File: src/rtl/core/ilws_pkg.sv
// Package with the function and status codes and the token control type of the list.
`timescale 1ns / 1ps

package ilws_pkg;

   localparam logic [2:0] FUNC_APPEND = 3'd0;
   localparam logic [2:0] FUNC_CLEAR  = 3'd1;
   localparam logic [2:0] FUNC_GET    = 3'd2;
   localparam logic [2:0] FUNC_SET    = 3'd3;
   localparam logic [2:0] FUNC_FIND   = 3'd4;

   localparam logic [1:0] STATUS_OK       = 2'd0;
   localparam logic [1:0] STATUS_FULL     = 2'd1;
   localparam logic [1:0] STATUS_RANGE    = 2'd2;
   localparam logic [1:0] STATUS_NOTFOUND = 2'd3;

   localparam int DATA_W   = 32;
   localparam int POS_W    = 4;
   localparam int FINDEX_W = 4;
   localparam int UCOUNT_W = 5;

   typedef struct packed {
      logic       valid;
      logic       done;
      logic [2:0] func;
   } token_ctl_type;

endpackage

File: src/rtl/core/ilws_cell.sv
// One cell of the list chain: holds one entry and serves the token passing through it.
`timescale 1ns / 1ps

module ilws_cell #(
   parameter int CW    = 5,
   parameter int INDEX = 0
) (
   input  logic                          clock,
   input  logic                          reset,
   input  ilws_pkg::token_ctl_type       ctl_in,
   input  logic [ilws_pkg::DATA_W-1:0]   key_in,
   input  logic [ilws_pkg::DATA_W-1:0]   rdata_in,
   input  logic [CW-1:0]                 hidx_in,
   input  logic [CW-1:0]                 target,
   input  logic [CW-1:0]                 limit,
   output ilws_pkg::token_ctl_type       ctl_out,
   output logic [ilws_pkg::DATA_W-1:0]   key_out,
   output logic [ilws_pkg::DATA_W-1:0]   rdata_out,
   output logic [CW-1:0]                 hidx_out
);

   localparam logic [CW-1:0] MY_INDEX = CW'(INDEX);

   logic [ilws_pkg::DATA_W-1:0] entry_ff;
   logic [ilws_pkg::DATA_W-1:0] entry_in;
   ilws_pkg::token_ctl_type     ctl_ff;
   ilws_pkg::token_ctl_type     ctl_in_next;
   logic [ilws_pkg::DATA_W-1:0] key_ff;
   logic [ilws_pkg::DATA_W-1:0] rdata_ff;
   logic [ilws_pkg::DATA_W-1:0] rdata_in_next;
   logic [CW-1:0]               hidx_ff;
   logic [CW-1:0]               hidx_in_next;
   logic                        is_target;
   logic                        hit;
   logic                        wr;

   assign is_target = (target == MY_INDEX);

   always_comb begin
      hit           = 1'b0;
      wr            = 1'b0;
      rdata_in_next = rdata_in;
      hidx_in_next  = hidx_in;
      if (ctl_in.valid && !ctl_in.done) begin
         case (ctl_in.func)
            ilws_pkg::FUNC_APPEND: begin
               if (is_target) begin
                  hit = 1'b1;
                  wr  = 1'b1;
               end
            end
            ilws_pkg::FUNC_GET: begin
               if (is_target) begin
                  hit           = 1'b1;
                  rdata_in_next = entry_ff;
               end
            end
            ilws_pkg::FUNC_SET: begin
               if (is_target) begin
                  hit           = 1'b1;
                  wr            = 1'b1;
                  rdata_in_next = entry_ff;
               end
            end
            ilws_pkg::FUNC_FIND: begin
               if ((MY_INDEX < limit) && (entry_ff == key_in)) begin
                  hit          = 1'b1;
                  hidx_in_next = MY_INDEX;
               end
            end
            default: ;
         endcase
      end
      entry_in          = wr ? key_in : entry_ff;
      ctl_in_next       = ctl_in;
      ctl_in_next.done  = ctl_in.done | hit;
   end

   always_ff @(posedge clock) begin
      if (reset) begin
         ctl_ff <= '0;
      end else begin
         ctl_ff <= ctl_in_next;
      end
   end

   always_ff @(posedge clock) begin
      entry_ff <= entry_in;
      key_ff   <= key_in;
      rdata_ff <= rdata_in_next;
      hidx_ff  <= hidx_in_next;
   end

   assign ctl_out   = ctl_ff;
   assign key_out   = key_ff;
   assign rdata_out = rdata_ff;
   assign hidx_out  = hidx_ff;

endmodule

File: src/rtl/core/indexed_list_with_search_top.sv
// Top level of the fixed-capacity list with linear search.
`timescale 1ns / 1ps

// The list keeps CAPACITY signed words in a chain of cells, one entry per cell, and a count
// of entries in use. Append, get, set and find send a token down the chain one cell per
// cycle: the item is registered at the head of the chain, passes through every cell and
// is then registered as the result; the length of the chain sets how long this takes.
// Clear, unused function codes and requests rejected for a full list or a bad index do not
// enter the chain, and their result is offered in the cycle after acceptance. A stall on
// the result side holds the result until it is taken. One item is worked on at a time, and
// the next item can be accepted in the cycle after the result is taken. Entries read as
// undefined until they are written; only entries below the count are ever read.
module indexed_list_with_search_top #(
   parameter int CAPACITY = 16
) (
   input  logic               clock,
   input  logic               reset,
   input  logic               req_valid,
   output logic               req_stall,
   input  logic [2:0]         req_func,
   input  logic [3:0]         req_position,
   input  logic signed [31:0] req_value,
   output logic               rsp_valid,
   input  logic               rsp_stall,
   output logic [1:0]         rsp_status,
   output logic signed [31:0] rsp_read_value,
   output logic [3:0]         rsp_found_index,
   output logic [4:0]         rsp_used_count,
   output logic               rsp_is_empty
);

   localparam int CW    = $clog2(CAPACITY + 1);
   localparam int CMP_W = (CW > ilws_pkg::POS_W) ? CW : ilws_pkg::POS_W;
   localparam logic [CW-1:0] CAP_COUNT = CW'(CAPACITY);

   typedef enum logic [2:0] {
      ST_IDLE = 3'b001,
      ST_BUSY = 3'b010,
      ST_RESP = 3'b100
   } state_type;

   state_type                   state_ff, state_in;
   logic [CW-1:0]               count_ff, count_in;
   ilws_pkg::token_ctl_type     launch_ff, launch_in;
   logic [ilws_pkg::DATA_W-1:0] key_ff, key_in;
   logic [CW-1:0]               target_ff, target_in;
   logic [1:0]                  status_ff, status_in;
   logic [ilws_pkg::DATA_W-1:0] read_ff, read_in;
   logic [3:0]                  fidx_ff, fidx_in;
   logic [4:0]                  ucount_ff, ucount_in;
   logic                        empty_ff, empty_in;

   ilws_pkg::token_ctl_type     ctl_chain   [0:CAPACITY];
   logic [ilws_pkg::DATA_W-1:0] key_chain   [0:CAPACITY];
   logic [ilws_pkg::DATA_W-1:0] rdata_chain [0:CAPACITY];
   logic [CW-1:0]               hidx_chain  [0:CAPACITY];

   logic req_accept;
   logic pos_ok;
   logic not_full;
   logic immediate;
   logic [1:0] imm_status;

   assign req_stall  = (state_ff != ST_IDLE);
   assign req_accept = req_valid && !req_stall;
   assign pos_ok     = (CMP_W'(req_position) < CMP_W'(count_ff));
   assign not_full   = (count_ff < CAP_COUNT);

   assign ctl_chain[0]   = launch_ff;
   assign key_chain[0]   = key_ff;
   assign rdata_chain[0] = '0;
   assign hidx_chain[0]  = '0;

   for (genvar i = 0; i < CAPACITY; i++) begin : g_cell
      ilws_cell #(
         .CW    (CW),
         .INDEX (i)
      ) u_cell (
         .clock     (clock),
         .reset     (reset),
         .ctl_in    (ctl_chain[i]),
         .key_in    (key_chain[i]),
         .rdata_in  (rdata_chain[i]),
         .hidx_in   (hidx_chain[i]),
         .target    (target_ff),
         .limit     (count_ff),
         .ctl_out   (ctl_chain[i+1]),
         .key_out   (key_chain[i+1]),
         .rdata_out (rdata_chain[i+1]),
         .hidx_out  (hidx_chain[i+1])
      );
   end

   always_comb begin
      state_in   = state_ff;
      count_in   = count_ff;
      launch_in  = '0;
      key_in     = key_ff;
      target_in  = target_ff;
      status_in  = status_ff;
      read_in    = read_ff;
      fidx_in    = fidx_ff;
      ucount_in  = ucount_ff;
      empty_in   = empty_ff;
      immediate  = 1'b0;
      imm_status = ilws_pkg::STATUS_OK;
      unique case (state_ff)
         ST_IDLE: begin
            if (req_accept) begin
               key_in         = req_value;
               launch_in.func = req_func;
               unique case (req_func) inside
                  ilws_pkg::FUNC_APPEND: begin
                     if (not_full) begin
                        launch_in.valid = 1'b1;
                        target_in       = count_ff;
                        count_in        = count_ff + CW'(1);
                     end else begin
                        immediate  = 1'b1;
                        imm_status = ilws_pkg::STATUS_FULL;
                     end
                  end
                  ilws_pkg::FUNC_CLEAR: begin
                     immediate = 1'b1;
                     count_in  = '0;
                  end
                  ilws_pkg::FUNC_GET, ilws_pkg::FUNC_SET: begin
                     if (pos_ok) begin
                        launch_in.valid = 1'b1;
                        target_in       = CW'(req_position);
                     end else begin
                        immediate  = 1'b1;
                        imm_status = ilws_pkg::STATUS_RANGE;
                     end
                  end
                  ilws_pkg::FUNC_FIND: begin
                     launch_in.valid = 1'b1;
                  end
                  default: begin
                     immediate = 1'b1;
                  end
               endcase
               if (immediate) begin
                  state_in  = ST_RESP;
                  status_in = imm_status;
                  read_in   = '0;
                  fidx_in   = '0;
                  ucount_in = 5'(count_in);
                  empty_in  = (count_in == '0);
               end else begin
                  state_in = ST_BUSY;
               end
            end
         end
         ST_BUSY: begin
            if (ctl_chain[CAPACITY].valid) begin
               state_in = ST_RESP;
               if ((ctl_chain[CAPACITY].func == ilws_pkg::FUNC_FIND)
                   && !ctl_chain[CAPACITY].done) begin
                  status_in = ilws_pkg::STATUS_NOTFOUND;
               end else begin
                  status_in = ilws_pkg::STATUS_OK;
               end
               read_in   = rdata_chain[CAPACITY];
               fidx_in   = 4'(hidx_chain[CAPACITY]);
               ucount_in = 5'(count_ff);
               empty_in  = (count_ff == '0);
            end
         end
         ST_RESP: begin
            if (!rsp_stall) begin
               state_in = ST_IDLE;
            end
         end
         default: begin
            state_in = ST_IDLE;
         end
      endcase
   end

   always_ff @(posedge clock) begin
      if (reset) begin
         state_ff  <= ST_IDLE;
         count_ff  <= '0;
         launch_ff <= '0;
      end else begin
         state_ff  <= state_in;
         count_ff  <= count_in;
         launch_ff <= launch_in;
      end
   end

   always_ff @(posedge clock) begin
      key_ff    <= key_in;
      target_ff <= target_in;
      status_ff <= status_in;
      read_ff   <= read_in;
      fidx_ff   <= fidx_in;
      ucount_ff <= ucount_in;
      empty_ff  <= empty_in;
   end

   assign rsp_valid       = (state_ff == ST_RESP);
   assign rsp_status      = status_ff;
   assign rsp_read_value  = read_ff;
   assign rsp_found_index = fidx_ff;
   assign rsp_used_count  = ucount_ff;
   assign rsp_is_empty    = empty_ff;

endmodule

File: config.mk
export PLATFORM = sky130hd
export DESIGN_NAME = indexed_list_with_search_top
export DESIGN_NICKNAME = d
export VERILOG_FILES = /design/src/rtl/core/ilws_pkg.sv /design/src/rtl/core/ilws_cell.sv /design/src/rtl/core/indexed_list_with_search_top.sv
export SDC_FILE = /design/constraint.sdc
export NUM_CORES = 2
export LEC_CHECK = 0
export BUFFER_PORTS_ARGS = -buffer_cell sky130_fd_sc_hd__buf_4
export CORE_UTILIZATION = 50
export DETAILED_ROUTE_END_ITERATION = 8
export PLACE_DENSITY = 0.65
export SLEW_MARGIN = 20
export SYNTH_ARGS = -nofsm -noshare
export SYNTH_HDL_FRONTEND = slang
export SYNTH_SLANG_ARGS = --single-unit
File: constraint.sdc
create_clock -name clock -period 4.35 [get_ports clock]
set_input_delay 0.6525 -clock clock [delete_from_list [all_inputs] [get_ports clock]]
set_output_delay 0.6525 -clock clock [all_outputs]
set_load 0.05 [all_outputs]
==> impl_metrics.csv <==
group,metric,value,unit
logic_synthesis,avgSynthCellArea,15.8,um^2
critical_path,rr_worst_depth,5,
worst_hold_path,hold_depth,1,
logic_synthesis,ys_async_sr_fraction,0,%
placed_design,place_congestion,0.816,
global_route,grt_overflow,0,
clock_tree,path_clk_slew,0.06,ns
placed_design,place_inst,5032,
status,status,"finished clean",
finish,nFillCells,8477,
logic_synthesis,synthFlopType,"dfxtp_1",
finish,final_cell_area,63200,um^2
job,maxCapViolations,0,
logic_synthesis,yosys_warnings,0,
floorplanning,dieHeight,334,um
logic_synthesis,synth_area_leaders,"dfxtp_1 (41%), edfxtp_1 (32%), mux2_2 (8.9%), xnor2_1 (7.2%), nand4_1 (1.4%)",
worst_hold_path,hp-class,"input port to register",
global_route,grt_start_max_net_pins,46,
power_and_ir_drop,power_density,517,nW/um^2
finish,nNetsFinal,3773,
critical_path,critPathLaunchType,"register",
sta,hold_viol_final,0,
placed_design,place_area,57700,um^2
routing,ant_nets,0,
floorplanning,pin_count,89,
finish,regArea,40500,um^2
global_route,track_usage,21.3,%
critical_path,slowest_stage,"a21o_2",
clock_tree,cts_buffers,167,
placed_design,dpl.hpwl,85.1,mm
routing,wl_per_cell,22.0,um
floorplanning,die_x,334,um
sta,max_slew.worst_pin.slew,1.04,ns
critical_path,worstPathArrival,3.69,ns
clock_tree,cts_tree,"yes",
global_route,grt_antenna_before_repair,1,
sta,finClkSkew,0.0245,ns
sta,setup_viol,0,
clock_tree,clk_path_buf_depth,3,
clock_tree,clkLatencyLatePin,0.76,ns
sta,drv_slew,0,
finish,stdcell_count,5344,
sta,holdWs,0.0597,ns
finish,synthToLayoutAreaGrowth,14.4,%
clock_tree,htreeDepth,4,
power_and_ir_drop,ir_worst_vdd,345,uV
logic_synthesis,synthCells,3500,
power_and_ir_drop,p_leak,23.6,nW
placed_design,portBuffers,88,
clock_tree,cts_sinks,1726,
critical_path,crit_path_max_fanout,44,
critical_path,crit_chain,"inv_1, ha_1, a21oi_1, o41ai_1, a21o_2",
finish,multiInputGateArea,14300,um^2
critical_path,critPathTopFamily,"compound AO/OA/AOI/OAI gates",
finish,final_core_util,57.9,%
routing,avgViaCountPerCell,4.97,
global_route,grt_pass1_wl,176,mm
logic_synthesis,synth_most_common_cell,"dfxtp_1",
floorplanning,die_area,112000,um^2
clock_tree,cts-root-buf,"clkbuf_16",
floorplanning,start_util,50.6,%
logic_synthesis,synth_top_cell_by_area,"dfxtp_1",
clock_tree,cts-resized-gates,0,
logic_synthesis,synth_area,55200,um^2
logic_synthesis,synth-seq-cells,1726,
global_route,grt_pass1_vias,27500,
clock_tree,cts_setup_buffers,0,
logic_synthesis,synth_cell_type_count,76,
routing,wirelength,118,mm
critical_path,end_kind,"register",
critical_path,cp_num_buf_inv,1,
logic_synthesis,synth_edf_count,593,
critical_path,required,4.72,ns
sta,rsz0062_at_grt,"no",
critical_path,worstSetupPathType,"register to register",
routing,drcViolationCount,0,
floorplanning,core_area,109000,um^2
routing,dr.pass1.iters,5,
critical_path,slowest_delay,0.92,ns
routing,drtIter0Drc,1603,
clock_tree,cts-hold-fix-buffers,0,
sta,slew_headroom,30.2,%
logic_synthesis,syn-num-nets,3548,
sta,max_freq,301,MHz
critical_path,path_depth,5,
sta,fin_crit_sh,76.2,%
logic_synthesis,ys_top_cells_by_count,"dfxtp_1 (1133), edfxtp_1 (593), xnor2_1 (452), mux2_2 (436), nand4_1 (120)",
floorplanning,rows,121,
sta,period_needed,3.32,ns
finish,drive_gt1_share,22.3,%
routing,num_vias,26600,
logic_synthesis,synth_top_area_share,41.1,%
logic_synthesis,seq_area_frac_synth,73.3,%
sta,fin_tns_setup,0,ns
-- final cells by class --
cell class	count	area share [%]
diodes	1	0.00396
clock buffers	257	7.82
clock inverters	54	0.881
inverters	22	0.131
multi-input cells	1680	22.6
flip-flops and latches	1726	64.1
well taps	1476	2.92
repair buffers	128	1.52
-- layer usage --
metal	wire, um	vias up	global-route usage, %	part of all wire [%]
met5	0	-	0	0
met4	2210	0	5.91	1.9
met3	3370	130	3.07	2.9
met2	63300	405	39.4	54
met1	48700	13200	25.6	41
li1	-	12900	-	-
-- registers in the layout, summed over array words and instances (netlist names) --
signal and cells:
count_ff 5, ctl_chain 4, g_cell.u_cell.ctl_out 80, g_cell.u_cell.entry_ff 512, g_cell.u_cell.hidx_out 49, g_cell.u_cell.key_out 480
g_cell.u_cell.rdata_out 512, key_ff 32, rsp_found_index 4, rsp_is_empty 1, rsp_read_value 32, rsp_status 2
rsp_used_count 5, state_ff 3, target_ff 5
-- cells in the final DEF (no fill, tap or decap), types with 6 or more instances in the layout --
cell type,n
clkinv_2,27
edfxtp_1,593
clkinv_1,7
dfxtp_1,1133
xnor2_1,452
buf_4,128
nand4_1,120
clkbuf_16,175
clkbuf_8,25
bufinv_16,9
nor3_1,32
o2bb2ai_1,6
and2_1,80
mux2_2,436
nor3_2,6
o21bai_1,6
o21ai_0,32
nand2_1,32
mux2_4,30
nor2_1,37
nand3_1,36
a21oi_1,17
xor2_1,65
mux2_1,11
inv_6,6
and3_1,22
nand2b_1,37
nor4_1,36
clkbuf_1,57
nor2b_1,87
inv_1,21
-- final timing paths --
kind	start	to	slack [ns]
hold / removal	req_value[15]	key_ff[15]	0.06
setup reg to reg	count_ff[2]	rsp_read_value[16]	1.03
setup / recovery	count_ff[2]	rsp_read_value[16]	1.03
hold reg to reg	g_cell[9].u_cell.key_out[7]	g_cell[10].u_cell.key_out[7]	0.37
-- cell families after synthesis --
| logic type | count (synthesis) | share of synthesized area [%] |
|---|---|---|
| DFF | 1726 | 73.3 |
| muxes | 481 | 10.0 |
| xor gates and xnor gates | 517 | 8.20 |
| AOI/OAI and AO/OA | 114 | 1.40 |
| and+or+nand+nor | 563 | 6.14 |
| buffers and inverters | 94 | 0.786 |
| adders and majority gates | 5 | 0.113 |
-- stage by stage --
step / setup WS [ns] / total power (W)
6_report: 1.03 / 0.0327
5_1_grt: 0.805 / 0.0337
4_1_cts: 1.02 / 0.0330
3_5_place_dp: 1.01 / 0.0188
3_3_place_gp: 1.13 / 0.0188
2_1_floorplan: 0.639 / 0.0183
-- power breakdown --
| group | switching [W] | total [W] | internal (W) |
|---|---|---|---|
| Combinational | 0.000461 | 0.000804 | 0.000343 |
| Clock | 0.00588 | 0.0142 | 0.00837 |
| Sequential | 0.000457 | 0.0176 | 0.0172 |
| Total | 0.00680 | 0.0327 | 0.0259 |
Note: power is estimated with default switching activity, not from simulation.
